===== config.mk =====
export PLATFORM = sky130hd
export DESIGN_NAME = deadline_timer_queue_core
export DESIGN_NICKNAME = d
export VERILOG_FILES = /design/src/sv/dtq_pkg.sv /design/src/sv/dtq_ram.sv /design/src/sv/deadline_timer_queue_core.sv
export SDC_FILE = /design/constraint.sdc
export NUM_CORES = 2
export LEC_CHECK = 0
export ABC_AREA = 1
export BUFFER_PORTS_ARGS = -buffer_cell sky130_fd_sc_hd__buf_4
export CORE_UTILIZATION = 25
export DETAILED_ROUTE_END_ITERATION = 10
export GPL_TIMING_DRIVEN = 0
export PLACE_DENSITY = 0.36
export RECOVER_POWER = 25
export SLEW_MARGIN = 15
export SYNTH_ARGS = -nofsm -noshare
export SYNTH_HDL_FRONTEND = slang
export SYNTH_SLANG_ARGS = --single-unit

===== constraint.sdc =====
create_clock -name clock -period 21.5 [get_ports clock]
set_input_delay 4.3 -clock clock [delete_from_list [all_inputs] [get_ports clock]]
set_output_delay 4.3 -clock clock [all_outputs]
set_load 0.02 [all_outputs]

===== src/sv/dtq_pkg.sv =====
// ----------------------------------------------------------------------------
// Deadline timer queue package
// Shared constants, command and status codes, and the controller state type.
// ----------------------------------------------------------------------------
package dtq_pkg;

   localparam int CAPACITY_DEF  = 16;
   localparam int TIME_BITS_DEF = 48;
   localparam int OUT_LIMIT     = 16;

   localparam int REQ_DATA_W = 168;
   localparam int RSP_DATA_W = 128;

   localparam logic [1:0] CMD_SCHEDULE = 2'd0;
   localparam logic [1:0] CMD_CANCEL   = 2'd1;
   localparam logic [1:0] CMD_TICK     = 2'd2;
   localparam logic [1:0] CMD_SHUTDOWN = 2'd3;

   localparam logic [2:0] ST_OK        = 3'd0;
   localparam logic [2:0] ST_INVALID   = 3'd1;
   localparam logic [2:0] ST_CLOSED    = 3'd2;
   localparam logic [2:0] ST_FULL      = 3'd3;
   localparam logic [2:0] ST_EXHAUSTED = 3'd4;
   localparam logic [2:0] ST_NOT_FOUND = 3'd5;

   localparam logic [3:0] KIND_MAX = 4'd7;

   typedef enum logic [3:0] {
      S_IDLE,
      S_RD,
      S_CHK,
      S_DEC,
      S_MRD,
      S_MWR,
      S_INS,
      S_ERD,
      S_ELD,
      S_RSP
   } state_type;

endpackage


===== src/sv/dtq_ram.sv =====
// ----------------------------------------------------------------------------
// Deadline timer queue RAM
// Simple dual-port RAM: one write port, one read port with registered data.
// ----------------------------------------------------------------------------
module dtq_ram #(
   parameter int WIDTH = 8,
   parameter int DEPTH = 16
) (
   input  logic                                      clock,
   input  logic                                      we,
   input  logic [((DEPTH > 1) ? $clog2(DEPTH) : 1)-1:0] waddr,
   input  logic [WIDTH-1:0]                          wdata,
   input  logic [((DEPTH > 1) ? $clog2(DEPTH) : 1)-1:0] raddr,
   output logic [WIDTH-1:0]                          rdata
);

   logic [WIDTH-1:0] mem [DEPTH];
   logic [WIDTH-1:0] rdata_ff;

   always_ff @(posedge clock) begin
      if (we) begin
         mem[waddr] <= wdata;
      end
      rdata_ff <= mem[raddr];
   end

   assign rdata = rdata_ff;

endmodule


===== src/sv/deadline_timer_queue_core.sv =====
// ----------------------------------------------------------------------------
// Deadline timer queue core
// Sorted table of pending deadlines (one per owner) held in a circular RAM.
// ----------------------------------------------------------------------------
// Schedule and cancel search the pending entries, shift entries one slot at a
//   time to open or close a gap, then return one result beat.
// Tick: scan the due entries, then emit one result beat per popped entry.
// Throughput: one request at a time; the single RAM read port paces the work.
// Reset: table empty, arm sequence back to 1, block open, max_entries 16.
// ----------------------------------------------------------------------------
module deadline_timer_queue_core #(
   parameter int CAPACITY  = dtq_pkg::CAPACITY_DEF,
   parameter int TIME_BITS = dtq_pkg::TIME_BITS_DEF
) (
   input  logic                            clock,
   input  logic                            reset,
   // request beat
   input  logic                            req_tvalid,
   output logic                            req_tready,
   // owner_id[31:0], deadline_kind[35:32], deadline_time[83:36],
   // cancel_seq[115:84], now_time[163:116], zero pad
   input  logic [dtq_pkg::REQ_DATA_W-1:0]  req_tdata,
   // cmd[1:0]
   input  logic [1:0]                      req_tuser,
   // result beat
   output logic                            rsp_tvalid,
   input  logic                            rsp_tready,
   // out_owner[31:0], out_seq[63:32], out_kind[66:64], out_deadline[114:67],
   // entry_count[119:115], is_closed[120], zero pad
   output logic [dtq_pkg::RSP_DATA_W-1:0]  rsp_tdata,
   // status[2:0], fired[3]
   output logic [3:0]                      rsp_tuser,
   output logic                            rsp_tlast,
   // max_entries write
   input  logic                            csr_valid,
   output logic                            csr_ready,
   input  logic [4:0]                      csr_data
);

   import dtq_pkg::*;

   localparam int AW   = (CAPACITY > 1) ? $clog2(CAPACITY) : 1;
   localparam int CW   = $clog2(CAPACITY + 1);
   localparam int CMPW = (CW > 5) ? CW : 5;
   localparam int EW   = 32 + 32 + 3 + TIME_BITS;

   // entry word layout
   localparam int E_OWN = 0;
   localparam int E_SEQ = 32;
   localparam int E_KND = 64;
   localparam int E_DL  = 67;

   state_type state_ff, state_in;

   // table bookkeeping
   logic [AW-1:0]        head_ff, head_in;
   logic [CW-1:0]        cnt_ff, cnt_in;
   logic [31:0]          seq_ff, seq_in;
   logic                 closed_ff, closed_in;
   logic [4:0]           max_ff;

   // latched request
   logic [1:0]           r_cmd_ff, r_cmd_in;
   logic [31:0]          r_owner_ff, r_owner_in;
   logic [2:0]           r_kind_ff, r_kind_in;
   logic [TIME_BITS-1:0] r_dl_ff, r_dl_in;
   logic [31:0]          r_cseq_ff, r_cseq_in;
   logic [TIME_BITS-1:0] r_now_ff, r_now_in;

   // scan and move counters
   logic [CW-1:0]        idx_ff, idx_in;
   logic [CW-1:0]        pos_ff, pos_in;
   logic [CW-1:0]        fidx_ff, fidx_in;
   logic                 found_ff, found_in;
   logic                 smatch_ff, smatch_in;
   logic [CW-1:0]        dst_ff, dst_in;
   logic [CW-1:0]        end_ff, end_in;
   logic                 dirdec_ff, dirdec_in;
   logic [CW-1:0]        ej_ff, ej_in;
   logic                 emit_ff, emit_in;
   logic [31:0]          aseq_ff, aseq_in;

   // result register
   logic                 rv_ff, rv_in;
   logic [2:0]           rst_ff, rst_in;
   logic                 rfired_ff, rfired_in;
   logic [31:0]          rown_ff, rown_in;
   logic [31:0]          rseq_ff, rseq_in;
   logic [2:0]           rknd_ff, rknd_in;
   logic [47:0]          rdl_ff, rdl_in;
   logic [4:0]           rcnt_ff, rcnt_in;
   logic                 rlast_ff, rlast_in;

   // RAM port
   logic                 ram_we;
   logic [AW-1:0]        ram_waddr;
   logic [EW-1:0]        ram_wdata;
   logic [AW-1:0]        ram_raddr;
   logic [EW-1:0]        ram_rdata;

   logic                 req_fire;
   logic                 rsp_fire;
   logic                 req_bad;
   logic [31:0]          q_owner;
   logic [31:0]          q_seq;
   logic [2:0]           q_kind;
   logic [TIME_BITS-1:0] q_dl;
   logic                 q_before;
   logic                 q_due;
   logic [CMPW-1:0]      limit;
   logic [CW-1:0]        idx_nx;
   logic [CW-1:0]        src_idx;
   logic [CW-1:0]        dst_nx;
   logic                 scan_more;
   logic                 tick_more;
   logic                 full;
   logic [CW-1:0]        sched_dst;

   // Map a logical table position onto the circular RAM.
   function automatic logic [AW-1:0] phys(input logic [AW-1:0] hd,
                                          input logic [CW-1:0] i);
      logic [AW+1:0] s;
      s = (AW+2)'(hd) + (AW+2)'(i);
      if (s >= (AW+2)'(CAPACITY)) begin
         s = s - (AW+2)'(CAPACITY);
      end
      return s[AW-1:0];
   endfunction

   dtq_ram #(
      .WIDTH (EW),
      .DEPTH (CAPACITY)
   ) u_ram (
      .clock (clock),
      .we    (ram_we),
      .waddr (ram_waddr),
      .wdata (ram_wdata),
      .raddr (ram_raddr),
      .rdata (ram_rdata)
   );

   assign req_fire  = req_tvalid & req_tready;
   assign rsp_fire  = rv_ff & rsp_tready;
   assign csr_ready = 1'b1;
   assign req_bad   = (req_tdata[31:0] == 32'd0) || (req_tdata[35:32] > KIND_MAX);

   assign q_owner = ram_rdata[E_OWN +: 32];
   assign q_seq   = ram_rdata[E_SEQ +: 32];
   assign q_kind  = ram_rdata[E_KND +: 3];
   assign q_dl    = ram_rdata[E_DL +: TIME_BITS];

   // new entry sorts ahead of the stored one
   assign q_before = (r_dl_ff < q_dl) || ((r_dl_ff == q_dl) && (r_owner_ff < q_owner));
   assign q_due    = (q_dl <= r_now_ff);

   assign limit   = (CMPW'(max_ff) < CMPW'(CAPACITY)) ? CMPW'(max_ff) : CMPW'(CAPACITY);
   assign idx_nx  = idx_ff + CW'(1);
   assign src_idx = dirdec_ff ? (dst_ff - CW'(1)) : (dst_ff + CW'(1));
   assign dst_nx  = src_idx;
   assign scan_more = (idx_nx < cnt_ff);
   assign tick_more = scan_more && (CMPW'(idx_nx) < CMPW'(OUT_LIMIT));
   assign full      = !found_ff && (CMPW'(cnt_ff) >= limit);
   assign sched_dst = found_ff ? fidx_ff : cnt_ff;

   // ------------------------------------------------------------------------
   // Next state
   // ------------------------------------------------------------------------
   always_comb begin
      state_in = state_ff;
      case (state_ff)
         S_IDLE: begin
            if (req_fire) begin
               case (req_tuser)
                  CMD_SCHEDULE: begin
                     if (req_bad || closed_ff) begin
                        state_in = S_RSP;
                     end else begin
                        state_in = (cnt_ff == '0) ? S_DEC : S_RD;
                     end
                  end
                  CMD_CANCEL: begin
                     if (closed_ff) begin
                        state_in = S_RSP;
                     end else begin
                        state_in = (cnt_ff == '0) ? S_DEC : S_RD;
                     end
                  end
                  CMD_TICK: begin
                     state_in = (cnt_ff == '0) ? S_DEC : S_RD;
                  end
                  default: begin
                     state_in = S_RSP;
                  end
               endcase
            end
         end
         S_RD: begin
            state_in = S_CHK;
         end
         S_CHK: begin
            if (r_cmd_ff == CMD_TICK) begin
               state_in = (q_due && tick_more) ? S_RD : S_DEC;
            end else begin
               state_in = scan_more ? S_RD : S_DEC;
            end
         end
         S_DEC: begin
            case (r_cmd_ff)
               CMD_SCHEDULE: begin
                  if (full || (seq_ff == 32'd0)) begin
                     state_in = S_RSP;
                  end else begin
                     state_in = (sched_dst != pos_ff) ? S_MRD : S_INS;
                  end
               end
               CMD_CANCEL: begin
                  if (found_ff && smatch_ff && (r_owner_ff != 32'd0) &&
                      (fidx_ff != cnt_ff - CW'(1))) begin
                     state_in = S_MRD;
                  end else begin
                     state_in = S_RSP;
                  end
               end
               default: begin
                  state_in = (idx_ff == '0) ? S_RSP : S_ERD;
               end
            endcase
         end
         S_MRD: begin
            state_in = S_MWR;
         end
         S_MWR: begin
            if (dst_nx == end_ff) begin
               state_in = (r_cmd_ff == CMD_SCHEDULE) ? S_INS : S_RSP;
            end else begin
               state_in = S_MRD;
            end
         end
         S_INS: begin
            state_in = S_RSP;
         end
         S_ERD: begin
            state_in = S_ELD;
         end
         S_ELD: begin
            state_in = S_RSP;
         end
         S_RSP: begin
            if (rsp_tready) begin
               state_in = (emit_ff && !rlast_ff) ? S_ERD : S_IDLE;
            end
         end
         default: begin
            state_in = S_IDLE;
         end
      endcase
   end

   // ------------------------------------------------------------------------
   // Datapath, RAM controls and result loading
   // ------------------------------------------------------------------------
   always_comb begin
      head_in    = head_ff;
      cnt_in     = cnt_ff;
      seq_in     = seq_ff;
      closed_in  = closed_ff;
      r_cmd_in   = r_cmd_ff;
      r_owner_in = r_owner_ff;
      r_kind_in  = r_kind_ff;
      r_dl_in    = r_dl_ff;
      r_cseq_in  = r_cseq_ff;
      r_now_in   = r_now_ff;
      idx_in     = idx_ff;
      pos_in     = pos_ff;
      fidx_in    = fidx_ff;
      found_in   = found_ff;
      smatch_in  = smatch_ff;
      dst_in     = dst_ff;
      end_in     = end_ff;
      dirdec_in  = dirdec_ff;
      ej_in      = ej_ff;
      emit_in    = emit_ff;
      aseq_in    = aseq_ff;
      rv_in      = rv_ff;
      rst_in     = rst_ff;
      rfired_in  = rfired_ff;
      rown_in    = rown_ff;
      rseq_in    = rseq_ff;
      rknd_in    = rknd_ff;
      rdl_in     = rdl_ff;
      rcnt_in    = rcnt_ff;
      rlast_in   = rlast_ff;
      ram_we     = 1'b0;
      ram_waddr  = phys(head_ff, dst_ff);
      ram_wdata  = ram_rdata;
      ram_raddr  = phys(head_ff, idx_ff);

      case (state_ff)
         S_IDLE: begin
            if (req_fire) begin
               // latch the request and clear the scan state
               r_cmd_in   = req_tuser;
               r_owner_in = req_tdata[31:0];
               r_kind_in  = req_tdata[34:32];
               r_dl_in    = TIME_BITS'(req_tdata[83:36]);
               r_cseq_in  = req_tdata[115:84];
               r_now_in   = TIME_BITS'(req_tdata[163:116]);
               idx_in     = '0;
               pos_in     = '0;
               fidx_in    = '0;
               found_in   = 1'b0;
               smatch_in  = 1'b0;
               emit_in    = 1'b0;
               rfired_in  = 1'b0;
               rown_in    = '0;
               rseq_in    = '0;
               rknd_in    = '0;
               rdl_in     = '0;
               rlast_in   = 1'b1;
               rcnt_in    = 5'(cnt_ff);
               rst_in     = ST_OK;
               case (req_tuser)
                  CMD_SCHEDULE: begin
                     if (req_bad) begin
                        rv_in  = 1'b1;
                        rst_in = ST_INVALID;
                     end else if (closed_ff) begin
                        rv_in  = 1'b1;
                        rst_in = ST_CLOSED;
                     end
                  end
                  CMD_CANCEL: begin
                     if (closed_ff) begin
                        rv_in  = 1'b1;
                        rst_in = ST_CLOSED;
                     end
                  end
                  CMD_TICK: begin
                  end
                  default: begin
                     // shutdown: drop every entry and close for good
                     closed_in = 1'b1;
                     cnt_in    = '0;
                     rcnt_in   = '0;
                     rv_in     = 1'b1;
                  end
               endcase
            end
         end
         S_CHK: begin
            case (r_cmd_ff)
               CMD_SCHEDULE: begin
                  if (!found_ff && (q_owner == r_owner_ff)) begin
                     found_in = 1'b1;
                     fidx_in  = idx_ff;
                  end else if (!q_before) begin
                     pos_in = pos_ff + CW'(1);
                  end
                  idx_in = idx_nx;
               end
               CMD_CANCEL: begin
                  if (!found_ff && (q_owner == r_owner_ff)) begin
                     found_in  = 1'b1;
                     fidx_in   = idx_ff;
                     smatch_in = (q_seq == r_cseq_ff);
                  end
                  idx_in = idx_nx;
               end
               default: begin
                  // idx counts the due prefix
                  if (q_due) begin
                     idx_in = idx_nx;
                  end
               end
            endcase
         end
         S_DEC: begin
            case (r_cmd_ff)
               CMD_SCHEDULE: begin
                  if (full) begin
                     rv_in  = 1'b1;
                     rst_in = ST_FULL;
                  end else if (seq_ff == 32'd0) begin
                     rv_in  = 1'b1;
                     rst_in = ST_EXHAUSTED;
                  end else begin
                     aseq_in   = seq_ff;
                     seq_in    = seq_ff + 32'd1;
                     dst_in    = sched_dst;
                     end_in    = pos_ff;
                     dirdec_in = !found_ff || (pos_ff <= fidx_ff);
                  end
               end
               CMD_CANCEL: begin
                  if (found_ff && smatch_ff && (r_owner_ff != 32'd0)) begin
                     dst_in    = fidx_ff;
                     end_in    = cnt_ff - CW'(1);
                     dirdec_in = 1'b0;
                     if (fidx_ff == cnt_ff - CW'(1)) begin
                        cnt_in  = cnt_ff - CW'(1);
                        rcnt_in = 5'(cnt_ff - CW'(1));
                        rv_in   = 1'b1;
                        rst_in  = ST_OK;
                     end
                  end else begin
                     rv_in  = 1'b1;
                     rst_in = ST_NOT_FOUND;
                  end
               end
               default: begin
                  if (idx_ff == '0) begin
                     rv_in  = 1'b1;
                     rst_in = closed_ff ? ST_CLOSED : ST_OK;
                  end else begin
                     emit_in = 1'b1;
                     ej_in   = '0;
                  end
               end
            endcase
         end
         S_MRD: begin
            ram_raddr = phys(head_ff, src_idx);
         end
         S_MWR: begin
            // move one entry by one slot toward the gap
            ram_we    = 1'b1;
            ram_waddr = phys(head_ff, dst_ff);
            ram_wdata = ram_rdata;
            dst_in    = dst_nx;
            if ((dst_nx == end_ff) && (r_cmd_ff == CMD_CANCEL)) begin
               cnt_in  = cnt_ff - CW'(1);
               rcnt_in = 5'(cnt_ff - CW'(1));
               rv_in   = 1'b1;
               rst_in  = ST_OK;
            end
         end
         S_INS: begin
            ram_we    = 1'b1;
            ram_waddr = phys(head_ff, pos_ff);
            ram_wdata = {r_dl_ff, r_kind_ff, aseq_ff, r_owner_ff};
            if (!found_ff) begin
               cnt_in  = cnt_ff + CW'(1);
               rcnt_in = 5'(cnt_ff + CW'(1));
            end
            rv_in   = 1'b1;
            rst_in  = ST_OK;
            rown_in = r_owner_ff;
            rseq_in = aseq_ff;
            rknd_in = r_kind_ff;
            rdl_in  = 48'(r_dl_ff);
         end
         S_ERD: begin
            ram_raddr = phys(head_ff, ej_ff);
         end
         S_ELD: begin
            rv_in     = 1'b1;
            rst_in    = ST_OK;
            rfired_in = 1'b1;
            rown_in   = q_owner;
            rseq_in   = q_seq;
            rknd_in   = q_kind;
            rdl_in    = 48'(q_dl);
            rcnt_in   = 5'(cnt_ff - idx_ff);
            rlast_in  = (ej_ff == idx_ff - CW'(1));
         end
         S_RSP: begin
            if (rsp_fire) begin
               rv_in = 1'b0;
               if (emit_ff) begin
                  if (rlast_ff) begin
                     // retire the popped prefix
                     head_in = phys(head_ff, idx_ff);
                     cnt_in  = cnt_ff - idx_ff;
                     emit_in = 1'b0;
                  end else begin
                     ej_in = ej_ff + CW'(1);
                  end
               end
            end
         end
         default: begin
         end
      endcase
   end

   // ------------------------------------------------------------------------
   // Registers
   // ------------------------------------------------------------------------
   always_ff @(posedge clock) begin
      if (reset) begin
         state_ff  <= S_IDLE;
         head_ff   <= '0;
         cnt_ff    <= '0;
         seq_ff    <= 32'd1;
         closed_ff <= 1'b0;
         max_ff    <= 5'(CAPACITY_DEF);
         rv_ff     <= 1'b0;
         emit_ff   <= 1'b0;
      end else begin
         state_ff  <= state_in;
         head_ff   <= head_in;
         cnt_ff    <= cnt_in;
         seq_ff    <= seq_in;
         closed_ff <= closed_in;
         rv_ff     <= rv_in;
         emit_ff   <= emit_in;
         if (csr_valid && csr_ready) begin
            max_ff <= csr_data;
         end
      end
   end

   always_ff @(posedge clock) begin
      r_cmd_ff   <= r_cmd_in;
      r_owner_ff <= r_owner_in;
      r_kind_ff  <= r_kind_in;
      r_dl_ff    <= r_dl_in;
      r_cseq_ff  <= r_cseq_in;
      r_now_ff   <= r_now_in;
      idx_ff     <= idx_in;
      pos_ff     <= pos_in;
      fidx_ff    <= fidx_in;
      found_ff   <= found_in;
      smatch_ff  <= smatch_in;
      dst_ff     <= dst_in;
      end_ff     <= end_in;
      dirdec_ff  <= dirdec_in;
      ej_ff      <= ej_in;
      aseq_ff    <= aseq_in;
      rst_ff     <= rst_in;
      rfired_ff  <= rfired_in;
      rown_ff    <= rown_in;
      rseq_ff    <= rseq_in;
      rknd_ff    <= rknd_in;
      rdl_ff     <= rdl_in;
      rcnt_ff    <= rcnt_in;
      rlast_ff   <= rlast_in;
   end

   // ------------------------------------------------------------------------
   // Ports
   // ------------------------------------------------------------------------
   assign req_tready = (state_ff == S_IDLE);
   assign rsp_tvalid = rv_ff;
   assign rsp_tlast  = rlast_ff;
   assign rsp_tuser  = {rfired_ff, rst_ff};
   assign rsp_tdata  = {7'd0, closed_ff, rcnt_ff, rdl_ff, rknd_ff, rseq_ff, rown_ff};

endmodule

==> qor.csv <==
stage;metric;value;unit
die;Cell Rows;226;
setup_path;Req. time, crit path;21850;ps
power;Sw Pwr;6.94;mW
global_route;antenna violations before repair;46;
clock_network;Resized Gates After CTS;0;
synth;Post-synth EDFFs;2195;
place;placed cell areas;108000;um^2
die;Ports;316;
clock_network;total CTS buffers;291;
detailed_routing;Avg WL per Cell;29.8;um
finish;Finished Layout Cells;13490;
finish;layout cells sized above 1;14.0;%
power;Sw Share;40.3;%
finish;design area;117000;um^2
place;dpl cells;12947;
detailed_routing;vias per inst;4.88;
synth;post-synthesis sequential area ratio;72.6;%
timing;final setup vio count;0;
synth;synth unique cells;54;
synth;Synth Cell Area;95400;um^2
global_route;vias in the first global route;65142;
timing;PnR worst setup slack;14400;ps
clock_network;Root Driver;clkbuf_16;
power;internal power;10.3;mW
timing;hold_ws;465;ps
global_route;first-pass GRT wire length;545000;um
timing;setup TNS;0;ps
detailed_routing;via count;65818;
timing;RSZ-0062 raised after global routing;no;
timing;Clock Skews;48.5;ps
global_route;GRT Total Usage;20.4;%
finish;fillers;38288;
finish;fin util;30.8;%
timing;maximum clock frequency;141;MHz
synth;Synth top area share;69.1;%
place;Final GP Congestion;0.824;
synth;share of synthesized registers carrying an async set or reset;0;%
die;Die H;620;um
power;Worst VDD drop;0.149;mV
setup_path;CP endpoint kind;register;
timing;Slew @ Worst Pin;2970;ps
global_route;largest net degree at the start of global routing;42;
run_status;outcome;finished, violations left;
clock_network;clk buf depth;4;
synth;synthesis-stage register bit count;2363;
clock_network;Reg clk slew, reported paths;60;ps
power;Total Power;17.2;mW
timing;Worst slew margin;-98.0;%
finish;area grow syn2layout;22.5;%
hold_path;HP Class;register to register;
power;Cell Pwr Density;147;nW/um^2
finish;NumNets Final;8577;
die;die area;384000;um^2
place;# port buffers;303;
setup_path;CP arrival;7450;ps
clock_network;worst skew pair latency;930;ps
detailed_routing;Iteration-0 DRC Markers;6521;
timing;Max Transition Viols Final;589;
clock_network;Num Clock Sinks;2363;
clock_network;CTS tree;yes;
power;sequential power share;36.6;%
synth;Area contributors post-synth;edfxtp_1 (69%), o21ai_0 (5.9%), nor2_1 (4.4%);
synth;Main synth FF type;edfxtp_1;
power;Lkg Pwr;39.8;nW
timing;min Tclk post-route;7100;ps
clock_network;CTS H-tree depth;5;
timing;Fin. Hold Viols;0;
setup_path;Setup CP Type;register to register;
synth;Avg Inst Size Synth;12.9;um^2
setup_path;crit path max fanout;16;
setup_path;startpoint types;register;
detailed_routing;drt drc;0;
job;Max Cap Violations;38;
synth;Gate Count Post-Synth;7407;
power;Clock Power Share;27.9;%
synth;synth warn;0;
die;initial core utilization;25.1;%
clock_network;Post-CTS Setup Bufs;0;
die;core area;379000;um^2
detailed_routing;antenna-violating nets left;0;
place;Place WS;14400;ps
place;dpl hpwl;284000;um
run_status;violated checks;max-capacitance violations, max-slew violations;
clock_network;hold-fix buffers at CTS;0;
die;Die W;620;um
detailed_routing;final WL;402000;um
power;combinational share of power;35.6;%
synth;Synth area leader;edfxtp_1;
detailed_routing;drt pass-1 iters;6;
global_route;Remaining Overflow, GRT;0;
timing;final critical-path share of the clock period;33.0;%
## cell usage in the layout, fill, tap and decap left out, types with 6 or more instances in the layout
cell type | synthesis | layout
inv_2 | 8 | 7
nor2_1 | 1113 | 1096
nand4_1 | 55 | 55
nor2_4 | 1 | 18
clkinv_1 | 3 | 62
o21ai_2 | 3 | 31
clkbuf_4 | 0 | 128
clkbuf_1 | 194 | 320
inv_6 | 0 | 10
o21ai_0 | 1133 | 1073
edfxtp_1 | 2195 | 2195
buf_4 | 21 | 188
buf_6 | 8 | 16
o221ai_1 | 460 | 460
clkbuf_16 | 0 | 298
clkinv_2 | 1 | 50
inv_1 | 339 | 340
buf_2 | 217 | 211
buf_16 | 0 | 37
nor4_1 | 8 | 8
nand2_1 | 578 | 578
nand3_1 | 312 | 311
dfxtp_1 | 168 | 168
nor3_1 | 38 | 37
a21oi_1 | 130 | 130
bufinv_16 | 0 | 15
buf_8 | 0 | 6
xor2_1 | 36 | 36
o21a_1 | 8 | 8
clkinvlp_4 | 0 | 6
clkbuf_2 | 0 | 22
or2_2 | 12 | 12
conb_1 | 2 | 8
xnor2_1 | 27 | 27
diode_2 | 0 | 18
o21ai_1 | 80 | 111
o22ai_1 | 24 | 24
buf_12 | 0 | 102
ha_1 | 168 | 168
## cell families after synthesis
kind of cell	share of synthesized area [%]
buffers and inverters	3.57
DFF	72.6
AOI/OAI and AO/OA	11.8
other	0.00787
xor gates and xnor gates	0.578
and+or+nand+nor	9.17
adders and majority gates	2.31
## state kept, by name, indices dropped and copies added (netlist names), 32 cells and up
signal and cells:
seq_ff 32, r_dl_ff 48, u_ram.rdata 115, r_now_ff 48
rdl_ff 48, u_ram.mem 1840, r_cseq_ff 32, rseq_ff 32
rown_ff 32, aseq_ff 32, r_owner_ff 32
## synth_stat cells (5+ instances only)
cell and number:
buf_4 21, o21a_1 8, dfxtp_1 168, o21ai_1 80
inv_1 339, nor2_1 1113, fa_1 5, buf_2 217
nor3_1 38, o21ai_0 1133, nand4_1 55, inv_2 8
buf_6 8, xor2_1 36, buf_1 7, nand2_1 578
edfxtp_1 2195, or2_2 12, clkbuf_1 194, o22ai_1 24
ha_1 168, xnor2_1 27, a21oi_1 130, nand3b_1 5
nor4_1 8, o221ai_1 460, nand3_1 312
## path summary, 6_finish.rpt
path | start | endpoint | slack, ps | depth (start not counted)
min | seq_ff[14]$_SDFFE_PP0P_ | aseq_ff[14]$_DFFE_PP_ | 470 | 0
min reg2reg | seq_ff[14]$_SDFFE_PP0P_ | aseq_ff[14]$_DFFE_PP_ | 470 | 0
max | state_ff[2]$_SDFFE_PP0P_ | u_ram.mem[3][114]$_DFFE_PP_ | 14400 | 9
max reg2reg | state_ff[2]$_SDFFE_PP0P_ | u_ram.mem[3][114]$_DFFE_PP_ | 14400 | 9
## power by group through the flow
stage	Clock [mW]	Combinational (mW)	Sequential (mW)
after CTS	4.91	6.26	6.29
after global placement	0	5.92	6.55
final	4.80	6.12	6.30
after floorplan	0	2.87	6.42
after global routing	5.08	6.61	6.33
after detailed placement	0	6.24	6.38
## routing by layer
| layer | up-vias | GRT usage (%) | wire length, um |
|---|---|---|---|
| li1 | 29245 | - | - |
| met4 | 0 | 6.45 | 13500 |
| met1 | 33801 | 27.1 | 173000 |
| met3 | 511 | 2.61 | 22300 |
| met5 | - | 0 | 0 |
| met2 | 2261 | 34.6 | 194000 |
## cell type report
class | instances | area, um^2 | share of cell area [%]
Tap cell | 5016 | 6280 | 5.37
Clock inverter | 153 | 1310 | 1.12
Inverter | 351 | 1320 | 1.13
Sequential cell | 2363 | 69300 | 59.3
Buffer | 447 | 2100 | 1.80
Timing Repair Buffer | 518 | 5720 | 4.90
Multi-Input combinational cell | 4252 | 23000 | 19.7
Clock buffer | 372 | 7780 | 6.66
Antenna cell | 18 | 45.0 | 0.0385
## worst max-delay path, stage by stage (launching register included)
cell,delay [ps]
dfxtp_1,360
inv_2,60
nor2_4,140
nand2_1,290
inv_1,150
clkbuf_1,1310
clkbuf_1,1730
clkbuf_1,420
clkbuf_1,950
o21ai_0,1070
No activity file was read; power rests on OpenSTA's default activity.
